File: src/hw/rtl/zcfp_pkg.sv
// Shared types and constants for the command frame parser.
`timescale 1ns / 1ps

package zcfp_pkg;

   localparam logic [7:0]  LEAD_BYTE        = 8'h5A;  // 'Z'
   localparam logic [7:0]  MODE_BYTE        = 8'h4D;  // 'M'
   localparam logic [7:0]  SUM_INVERT       = 8'hFF;
   localparam logic [15:0] TIMEOUT_RESET    = 16'd500;

   localparam logic        REQ_KIND_BYTE    = 1'b0;
   localparam logic        REQ_KIND_TICK    = 1'b1;

   typedef enum logic [1:0] {
      EV_PAYLOAD   = 2'd0,
      EV_GOOD      = 2'd1,
      EV_BAD_SUM   = 2'd2,
      EV_MODE_DONE = 2'd3
   } event_kind_type;

   typedef enum logic [7:0] {
      PH_IDLE      = 8'b0000_0001,
      PH_ONE_Z     = 8'b0000_0010,
      PH_WANT_OP   = 8'b0000_0100,
      PH_WANT_LEN  = 8'b0000_1000,
      PH_PAYLOAD   = 8'b0001_0000,
      PH_WANT_CHK  = 8'b0010_0000,
      PH_MODE      = 8'b0100_0000,
      PH_MODE_TERM = 8'b1000_0000
   } phase_type;

   typedef struct packed {
      event_kind_type event_kind;
      logic [7:0]     command_code;
      logic [7:0]     payload_byte;
      logic [7:0]     payload_index;
      logic [7:0]     frame_length;
   } result_type;

endpackage

File: src/hw/rtl/zcfp_parser.sv
// Frame parser state and per-item step logic.
`timescale 1ns / 1ps

module zcfp_parser import zcfp_pkg::*; (
   input  logic        clock,
   input  logic        reset,
   input  logic        step_fire,
   input  logic        step_type,
   input  logic [7:0]  step_byte,
   input  logic [15:0] timeout,
   output logic        has_result,
   output result_type  result
);

   phase_type   phase_ff, phase_in, eff_phase;
   logic [7:0]  sum_ff, sum_in;
   logic [7:0]  opcode_ff, opcode_in;
   logic [7:0]  length_ff, length_in;
   logic [7:0]  seen_ff, seen_in;
   logic [7:0]  seen_inc;
   logic [15:0] ticks_ff, ticks_in;

   assign seen_inc = seen_ff + 8'd1;

   always_comb begin
      phase_in   = phase_ff;
      sum_in     = sum_ff;
      opcode_in  = opcode_ff;
      length_in  = length_ff;
      seen_in    = seen_ff;
      ticks_in   = ticks_ff;
      has_result = 1'b0;
      result     = '{EV_PAYLOAD, 8'd0, 8'd0, 8'd0, 8'd0};
      eff_phase  = phase_ff;

      if (step_type == REQ_KIND_TICK) begin
         if (ticks_ff >= timeout) begin
            phase_in = PH_IDLE;
            ticks_in = 16'd0;
         end else begin
            ticks_in = ticks_ff + 16'd1;
         end
      end else begin
         ticks_in = 16'd0;
         if (phase_ff == PH_ONE_Z && step_byte == LEAD_BYTE) begin
            phase_in = PH_WANT_OP;
         end else begin
            // single lead byte then something else: handle it as an idle byte
            if (phase_ff == PH_ONE_Z) begin
               eff_phase = PH_IDLE;
            end
            unique case (eff_phase)
               PH_WANT_OP: begin
                  if (step_byte != LEAD_BYTE) begin
                     opcode_in = step_byte;
                     sum_in    = step_byte;
                     phase_in  = PH_WANT_LEN;
                  end
               end
               PH_WANT_LEN: begin
                  length_in = step_byte;
                  sum_in    = sum_ff + step_byte;
                  seen_in   = 8'd0;
                  phase_in  = (step_byte != 8'd0) ? PH_PAYLOAD : PH_WANT_CHK;
               end
               PH_PAYLOAD: begin
                  sum_in     = sum_ff + step_byte;
                  seen_in    = seen_inc;
                  if (seen_inc == length_ff) begin
                     phase_in = PH_WANT_CHK;
                  end
                  has_result = 1'b1;
                  result     = '{EV_PAYLOAD, opcode_ff, step_byte, seen_ff, length_ff};
               end
               PH_WANT_CHK: begin
                  phase_in   = PH_IDLE;
                  has_result = 1'b1;
                  if ((sum_ff ^ SUM_INVERT) == step_byte) begin
                     result = '{EV_GOOD, opcode_ff, 8'd0, 8'd0, length_ff};
                  end else begin
                     result = '{EV_BAD_SUM, opcode_ff, 8'd0, 8'd0, length_ff};
                  end
               end
               PH_MODE: begin
                  phase_in = PH_MODE_TERM;
               end
               PH_MODE_TERM: begin
                  phase_in   = PH_IDLE;
                  has_result = 1'b1;
                  result     = '{EV_MODE_DONE, 8'd0, 8'd0, 8'd0, 8'd0};
               end
               default: begin
                  if (step_byte == LEAD_BYTE) begin
                     phase_in = PH_ONE_Z;
                  end else if (step_byte == MODE_BYTE) begin
                     phase_in = PH_MODE;
                  end else begin
                     phase_in = PH_IDLE;
                  end
               end
            endcase
         end
      end
   end

   always_ff @(posedge clock) begin
      if (reset) begin
         phase_ff  <= PH_IDLE;
         sum_ff    <= 8'd0;
         opcode_ff <= 8'd0;
         length_ff <= 8'd0;
         seen_ff   <= 8'd0;
         ticks_ff  <= 16'd0;
      end else if (step_fire) begin
         phase_ff  <= phase_in;
         sum_ff    <= sum_in;
         opcode_ff <= opcode_in;
         length_ff <= length_in;
         seen_ff   <= seen_in;
         ticks_ff  <= ticks_in;
      end
   end

endmodule

File: src/hw/rtl/zz_command_frame_parser.sv
// Top level of the command frame parser: input register, parser, result register.
// An accepted item passes the input register and the parser step into the result register, which drives rsp_valid.
// Throughput: one byte or tick per cycle, set by the parser step, unless rsp_stall holds it.
// A result register stalled by rsp_stall holds the parser only for an item with a result; bubbles need no slot.
// Synchronous active-high reset: parser idle, all counters zero, timeout 500.
`timescale 1ns / 1ps

module zz_command_frame_parser import zcfp_pkg::*; (
   input  logic        clock,
   input  logic        reset,
   input  logic        req_valid,
   output logic        req_stall,
   input  logic        req_type,
   input  logic [7:0]  req_rx_byte,
   output logic        rsp_valid,
   input  logic        rsp_stall,
   output logic [1:0]  rsp_event_kind,
   output logic [7:0]  rsp_command_code,
   output logic [7:0]  rsp_payload_byte,
   output logic [7:0]  rsp_payload_index,
   output logic [7:0]  rsp_frame_length,
   input  logic        csr_write_enable,
   input  logic [15:0] csr_write_data
);

   logic [15:0] timeout_ff;
   logic        in_valid_ff;
   logic        in_type_ff;
   logic [7:0]  in_byte_ff;
   logic        out_valid_ff;
   result_type  out_data_ff;

   logic        has_result;
   result_type  step_result;
   logic        out_free;
   logic        step_fire;
   logic        req_xfer;

   assign out_free  = !out_valid_ff || !rsp_stall;
   assign step_fire = in_valid_ff && (out_free || !has_result);
   assign req_stall = in_valid_ff && !step_fire;
   assign req_xfer  = req_valid && !req_stall;

   zcfp_parser u_parser (
      .clock      (clock),
      .reset      (reset),
      .step_fire  (step_fire),
      .step_type  (in_type_ff),
      .step_byte  (in_byte_ff),
      .timeout    (timeout_ff),
      .has_result (has_result),
      .result     (step_result)
   );

   always_ff @(posedge clock) begin
      if (reset) begin
         timeout_ff <= TIMEOUT_RESET;
      end else if (csr_write_enable) begin
         timeout_ff <= csr_write_data;
      end
   end

   always_ff @(posedge clock) begin
      if (reset) begin
         in_valid_ff <= 1'b0;
      end else if (req_xfer) begin
         in_valid_ff <= 1'b1;
      end else if (step_fire) begin
         in_valid_ff <= 1'b0;
      end
   end

   always_ff @(posedge clock) begin
      if (req_xfer) begin
         in_type_ff <= req_type;
         in_byte_ff <= req_rx_byte;
      end
   end

   always_ff @(posedge clock) begin
      if (reset) begin
         out_valid_ff <= 1'b0;
      end else if (step_fire && has_result) begin
         out_valid_ff <= 1'b1;
      end else if (!rsp_stall) begin
         out_valid_ff <= 1'b0;
      end
   end

   always_ff @(posedge clock) begin
      if (step_fire && has_result) begin
         out_data_ff <= step_result;
      end
   end

   assign rsp_valid         = out_valid_ff;
   assign rsp_event_kind    = out_data_ff.event_kind;
   assign rsp_command_code  = out_data_ff.command_code;
   assign rsp_payload_byte  = out_data_ff.payload_byte;
   assign rsp_payload_index = out_data_ff.payload_index;
   assign rsp_frame_length  = out_data_ff.frame_length;

endmodule
File: config.mk
export PLATFORM = sky130hd
export DESIGN_NAME = zz_command_frame_parser
export DESIGN_NICKNAME = d
export VERILOG_FILES = /design/src/hw/rtl/zcfp_pkg.sv /design/src/hw/rtl/zcfp_parser.sv /design/src/hw/rtl/zz_command_frame_parser.sv
export SDC_FILE = /design/constraint.sdc
export NUM_CORES = 1
export LEC_CHECK = 0
export BUFFER_PORTS_ARGS = -buffer_cell sky130_fd_sc_hd__buf_4
export CAP_MARGIN = 20
export CORE_MARGIN = 4
export CORE_UTILIZATION = 45
export DETAILED_ROUTE_END_ITERATION = 16
export RECOVER_POWER = 25
export SYNTH_ARGS = -nofsm -noshare
export SYNTH_HDL_FRONTEND = slang
export SYNTH_SLANG_ARGS = --single-unit
export TNS_END_PERCENT = 1
File: constraint.sdc
create_clock -name clock -period 9.85 [get_ports clock]
set_clock_uncertainty 0.05 [all_clocks]
set_input_delay 2.4625 -clock clock [delete_from_list [all_inputs] [get_ports clock]]
set_output_delay 2.4625 -clock clock [all_outputs]
set_load 0.01 [all_outputs]
==> results.sh <==
export IMPL_outcome="complete, but fails checks"
export IMPL_violations="max-capacitance violations, max-slew violations"
export IMPL_critical_path_cell_chain="buf_4 -> nand2_1 -> or3_1 -> nor3b_1 -> buf_4"
export IMPL_setup_worst_path_end_class="output pin"
export IMPL_cp_start_kind="input port"
export IMPL_synthCells=595
export IMPL_period_needed_ps=6237
export IMPL_path_clk_slew_ps=50
export IMPL_diodes=0
export IMPL_required_ps=7340
export IMPL_final_cells=839
export IMPL_synth_async_reset_ratio_pct=0
export IMPL_yosys_top_cells_area="dfxtp_1 26%, edfxtp_1 22%, ha_1 5.4%, mux2i_1 5.2%, nor2_1 5.0%"
export IMPL_finalMaxSlewViolations=53
export IMPL_viasPerCell=5.348
export IMPL_hold_ws_ps=438.8
export IMPL_max_stage_delay_ps=500
export IMPL_crit_slowest_cell="or3_1"
export IMPL_drive_gt1_share_pct=15.74
export IMPL_p_total_w=0.001098
export IMPL_die_h_um=121.2
export IMPL_synthFlopType="dfxtp_1"
export IMPL_synth_edf_count=43
export IMPL_gp_congestion=0.8769
export IMPL_clock_power_share_pct=48.5
export IMPL_hold_path_class="register to register"
export IMPL_crit_fanout=6
export IMPL_place_hpwl_um=9046
export IMPL_tightest_slew_ps=2544
export IMPL_vias=4487
export IMPL_cts_hold_buf=0
export IMPL_ys_seq_elements=117
export IMPL_cts_sinks=117
export IMPL_nFillCells=1134
export IMPL_antenna_found_initial=0
export IMPL_fmax_ghz=0.1603
export IMPL_yosys_warnings=0
export IMPL_post_synth_num_cell_types=65
export IMPL_htreeDepth=4
export IMPL_critical_path_class="input port to output pin"
export IMPL_grt_pass1_wl_um=21250
export IMPL_cts_buffers=17
export IMPL_start_util_pct=45.84
export IMPL_placed_cells=808
export IMPL_cts_setup_buffers=0
export IMPL_drc=0
export IMPL_nets=712
export IMPL_postRouteAntennaNets=0
export IMPL_cap_viol_max_count=1
export IMPL_p_switching_w=0.0002355
export IMPL_syn_num_nets=651
export IMPL_setup_viol=0
export IMPL_grt_max_degree=53
export IMPL_intPower_w=0.0008624
export IMPL_core_area_mm2=0.01257
export IMPL_area_growth_syn_to_layout_pct=18.89
export IMPL_rsz0062_at_grt="no"
export IMPL_slew_headroom_pct=-69.60
export IMPL_drtIter0Drc=374
export IMPL_syn_area_per_cell_um2=9.684
export IMPL_root_buffer="clkbuf_16"
export IMPL_fin_crit_sh_pct=63.32
export IMPL_switching_share_pct=21.45
export IMPL_port_buffers=65
export IMPL_p_leak_nw=2.580
export IMPL_ios=66
export IMPL_syn_area_mm2=0.005762
export IMPL_synth_largest_area_cell="dfxtp_1"
export IMPL_comb_power_share_pct=4.3
export IMPL_power_frac_seq_pct=47.3
export IMPL_hold_viol=0
export IMPL_ir_drop_mv=0.1084
export IMPL_firstDrtPassIters=4
export IMPL_die_area_mm2=0.01468
export IMPL_routed_wl_um=13030
export IMPL_yosysSeqAreaShare_pct=48.12
export IMPL_clkLatencyLatePin_ps=410
export IMPL_route_detailed_wl_per_inst_um=15.53
export IMPL_cp_common_cell="buf_4"
export IMPL_fin_util_pct=54.50
export IMPL_synth_top_cell_area_share_pct=25.71
export IMPL_grt_use_total_pct=18.57
export IMPL_overflow=0
export IMPL_row_count=41
export IMPL_grt_pass1_vias=4212
export IMPL_ctsResizeCount=0
export IMPL_clock_path_buffers=2
export IMPL_powerDensity_mw_per_mm2=160.3
export IMPL_cp_data_arrival_time_ps=3720
export IMPL_cts_tree="yes"
export IMPL_fin_setup_tns_ps=0
export IMPL_die_x_um=121.2
-- cell usage in the layout (no fill, tap or decap), types with 3 or more instances in the layout --
cell type and n:
xnor2_1 16, clkbuf_16 17, buf_4 57, nand3_1 16, a211oi_1 6, a21oi_1 30, a2111oi_0 4, nand2b_1 3
o21ai_0 26, nand4b_1 4, clkbuf_8 3, nand4_1 12, edfxtp_1 43, and4_1 3, nor3_1 16, inv_1 28
dfxtp_1 74, and2_0 10, nor2b_1 5, clkbuf_4 9, nand3b_1 4, xor2_1 13, nand2_1 42, a21o_1 3
o211ai_1 8, a311oi_1 4, o31ai_1 4, nor2_1 76, clkinv_2 5, ha_1 25, and2_1 22, nor4_1 3
mux2i_1 30, or3_1 6, clkbuf_1 6
-- layer usage --
layer / global-route usage, % / vias to the layer above / part of all wire, %
li1: - / 2241 / -
met5: 0 / - / 0
met2: 27.72 / 89 / 46
met1: 25.56 / 2135 / 47
met3: 4.709 / 22 / 5.1
met4: 8.053 / 0 / 1.9
-- logic make-up (layout without fill, tap and decap cells) --
logic type | after synthesis | after routing | synth area share [%]
simple gates | 238 | 238 | 20.98
flops | 117 | 117 | 48.12
compound gates | 100 | 100 | 11.29
buf+inv | 54 | 126 | 4.017
mux | 31 | 31 | 5.407
xor+xnor | 29 | 29 | 4.408
fa+ha+maj | 26 | 26 | 5.776
-- state kept, by name, indices dropped and copies added (netlist names), 2 cells and up --
register / count
timeout_ff: 16
u_parser.ticks_ff: 16
in_byte_ff: 8
rsp_command_code: 8
rsp_frame_length: 8
rsp_payload_byte: 8
rsp_payload_index: 8
u_parser.length_ff: 8
u_parser.opcode_ff: 8
u_parser.phase_ff: 8
u_parser.seen_ff: 8
u_parser.sum_ff: 8
rsp_event_kind: 2
-- cell type report --
cell class | count | area, um^2 | area share [%]
clock buffers | 24 | 481.7 | 7.032
clock inverters | 6 | 28.78 | 0.4201
inverters | 28 | 105.1 | 1.534
multi-input cells | 424 | 2744 | 40.05
flip-flops and latches | 117 | 2773 | 40.47
well taps | 172 | 215.2 | 3.142
repair buffers | 68 | 503.0 | 7.342
-- worst max-delay path, delay by kind of cell --
kind | cells | cell delay, ps
simple gates | 3 | 980
buf+inv | 2 | 280
-- through the flow --
| step | setup slack (ps) | instance area [um^2] |
|---|---|---|
| 3_3_place_gp | 3702 | 6360 |
| 6_report | 3613 | 6850 |
| 5_1_grt | 3522 | 6850 |
| 3_5_place_dp | 3609 | 6360 |
| 2_1_floorplan | 2995 | 5762 |
| 4_1_cts | 3589 | 6870 |
-- synthesized netlist by cell type, drive strengths merged, types with 2 or more instances --
cell / n
nor2: 77
dfxtp: 74
edfxtp: 43
nand2: 42
and2: 33
a21oi: 30
mux2i: 30
inv: 28
o21ai: 28
ha: 25
clkbuf: 22
nor3: 17
nand3: 16
xnor2: 16
xor2: 13
nand4: 12
o211ai: 8
or3: 7
a211oi: 6
nor2b: 5
a2111oi: 4
a311oi: 4
and4: 4
nand3b: 4
nand4b: 4
nor4: 4
o31ai: 4
a21o: 3
and3: 3
buf: 3
nand2b: 3
or4: 3
a221oi: 2
-- power by group through the flow --
stage,Combinational (W),Sequential [W],Clock [W]
after floorplan,0.0000340,0.000522,0
after global routing,0.0000530,0.000520,0.000570
final,0.0000471,0.000519,0.000532
after detailed placement,0.0000477,0.000528,0
after global placement,0.0000467,0.000528,0
after CTS,0.0000479,0.000519,0.000545
-- worst paths after layout --
check / slack, ps / end / from / cells after the start
setup / recovery: 3610 / req_stall / rsp_stall / 5
hold / removal: 440 / u_parser.opcode_ff[1]$_SDFFE_PP0P_ / u_parser.opcode_ff[1]$_SDFFE_PP0P_ / 2
setup reg to reg: 6030 / u_parser.sum_ff[0]$_SDFFE_PP0P_ / u_parser.phase_ff[7]$_SDFFE_PP0P_ / 7
hold reg to reg: 440 / u_parser.opcode_ff[1]$_SDFFE_PP0P_ / u_parser.opcode_ff[1]$_SDFFE_PP0P_ / 2
No activity file was read; power rests on OpenSTA's default activity.
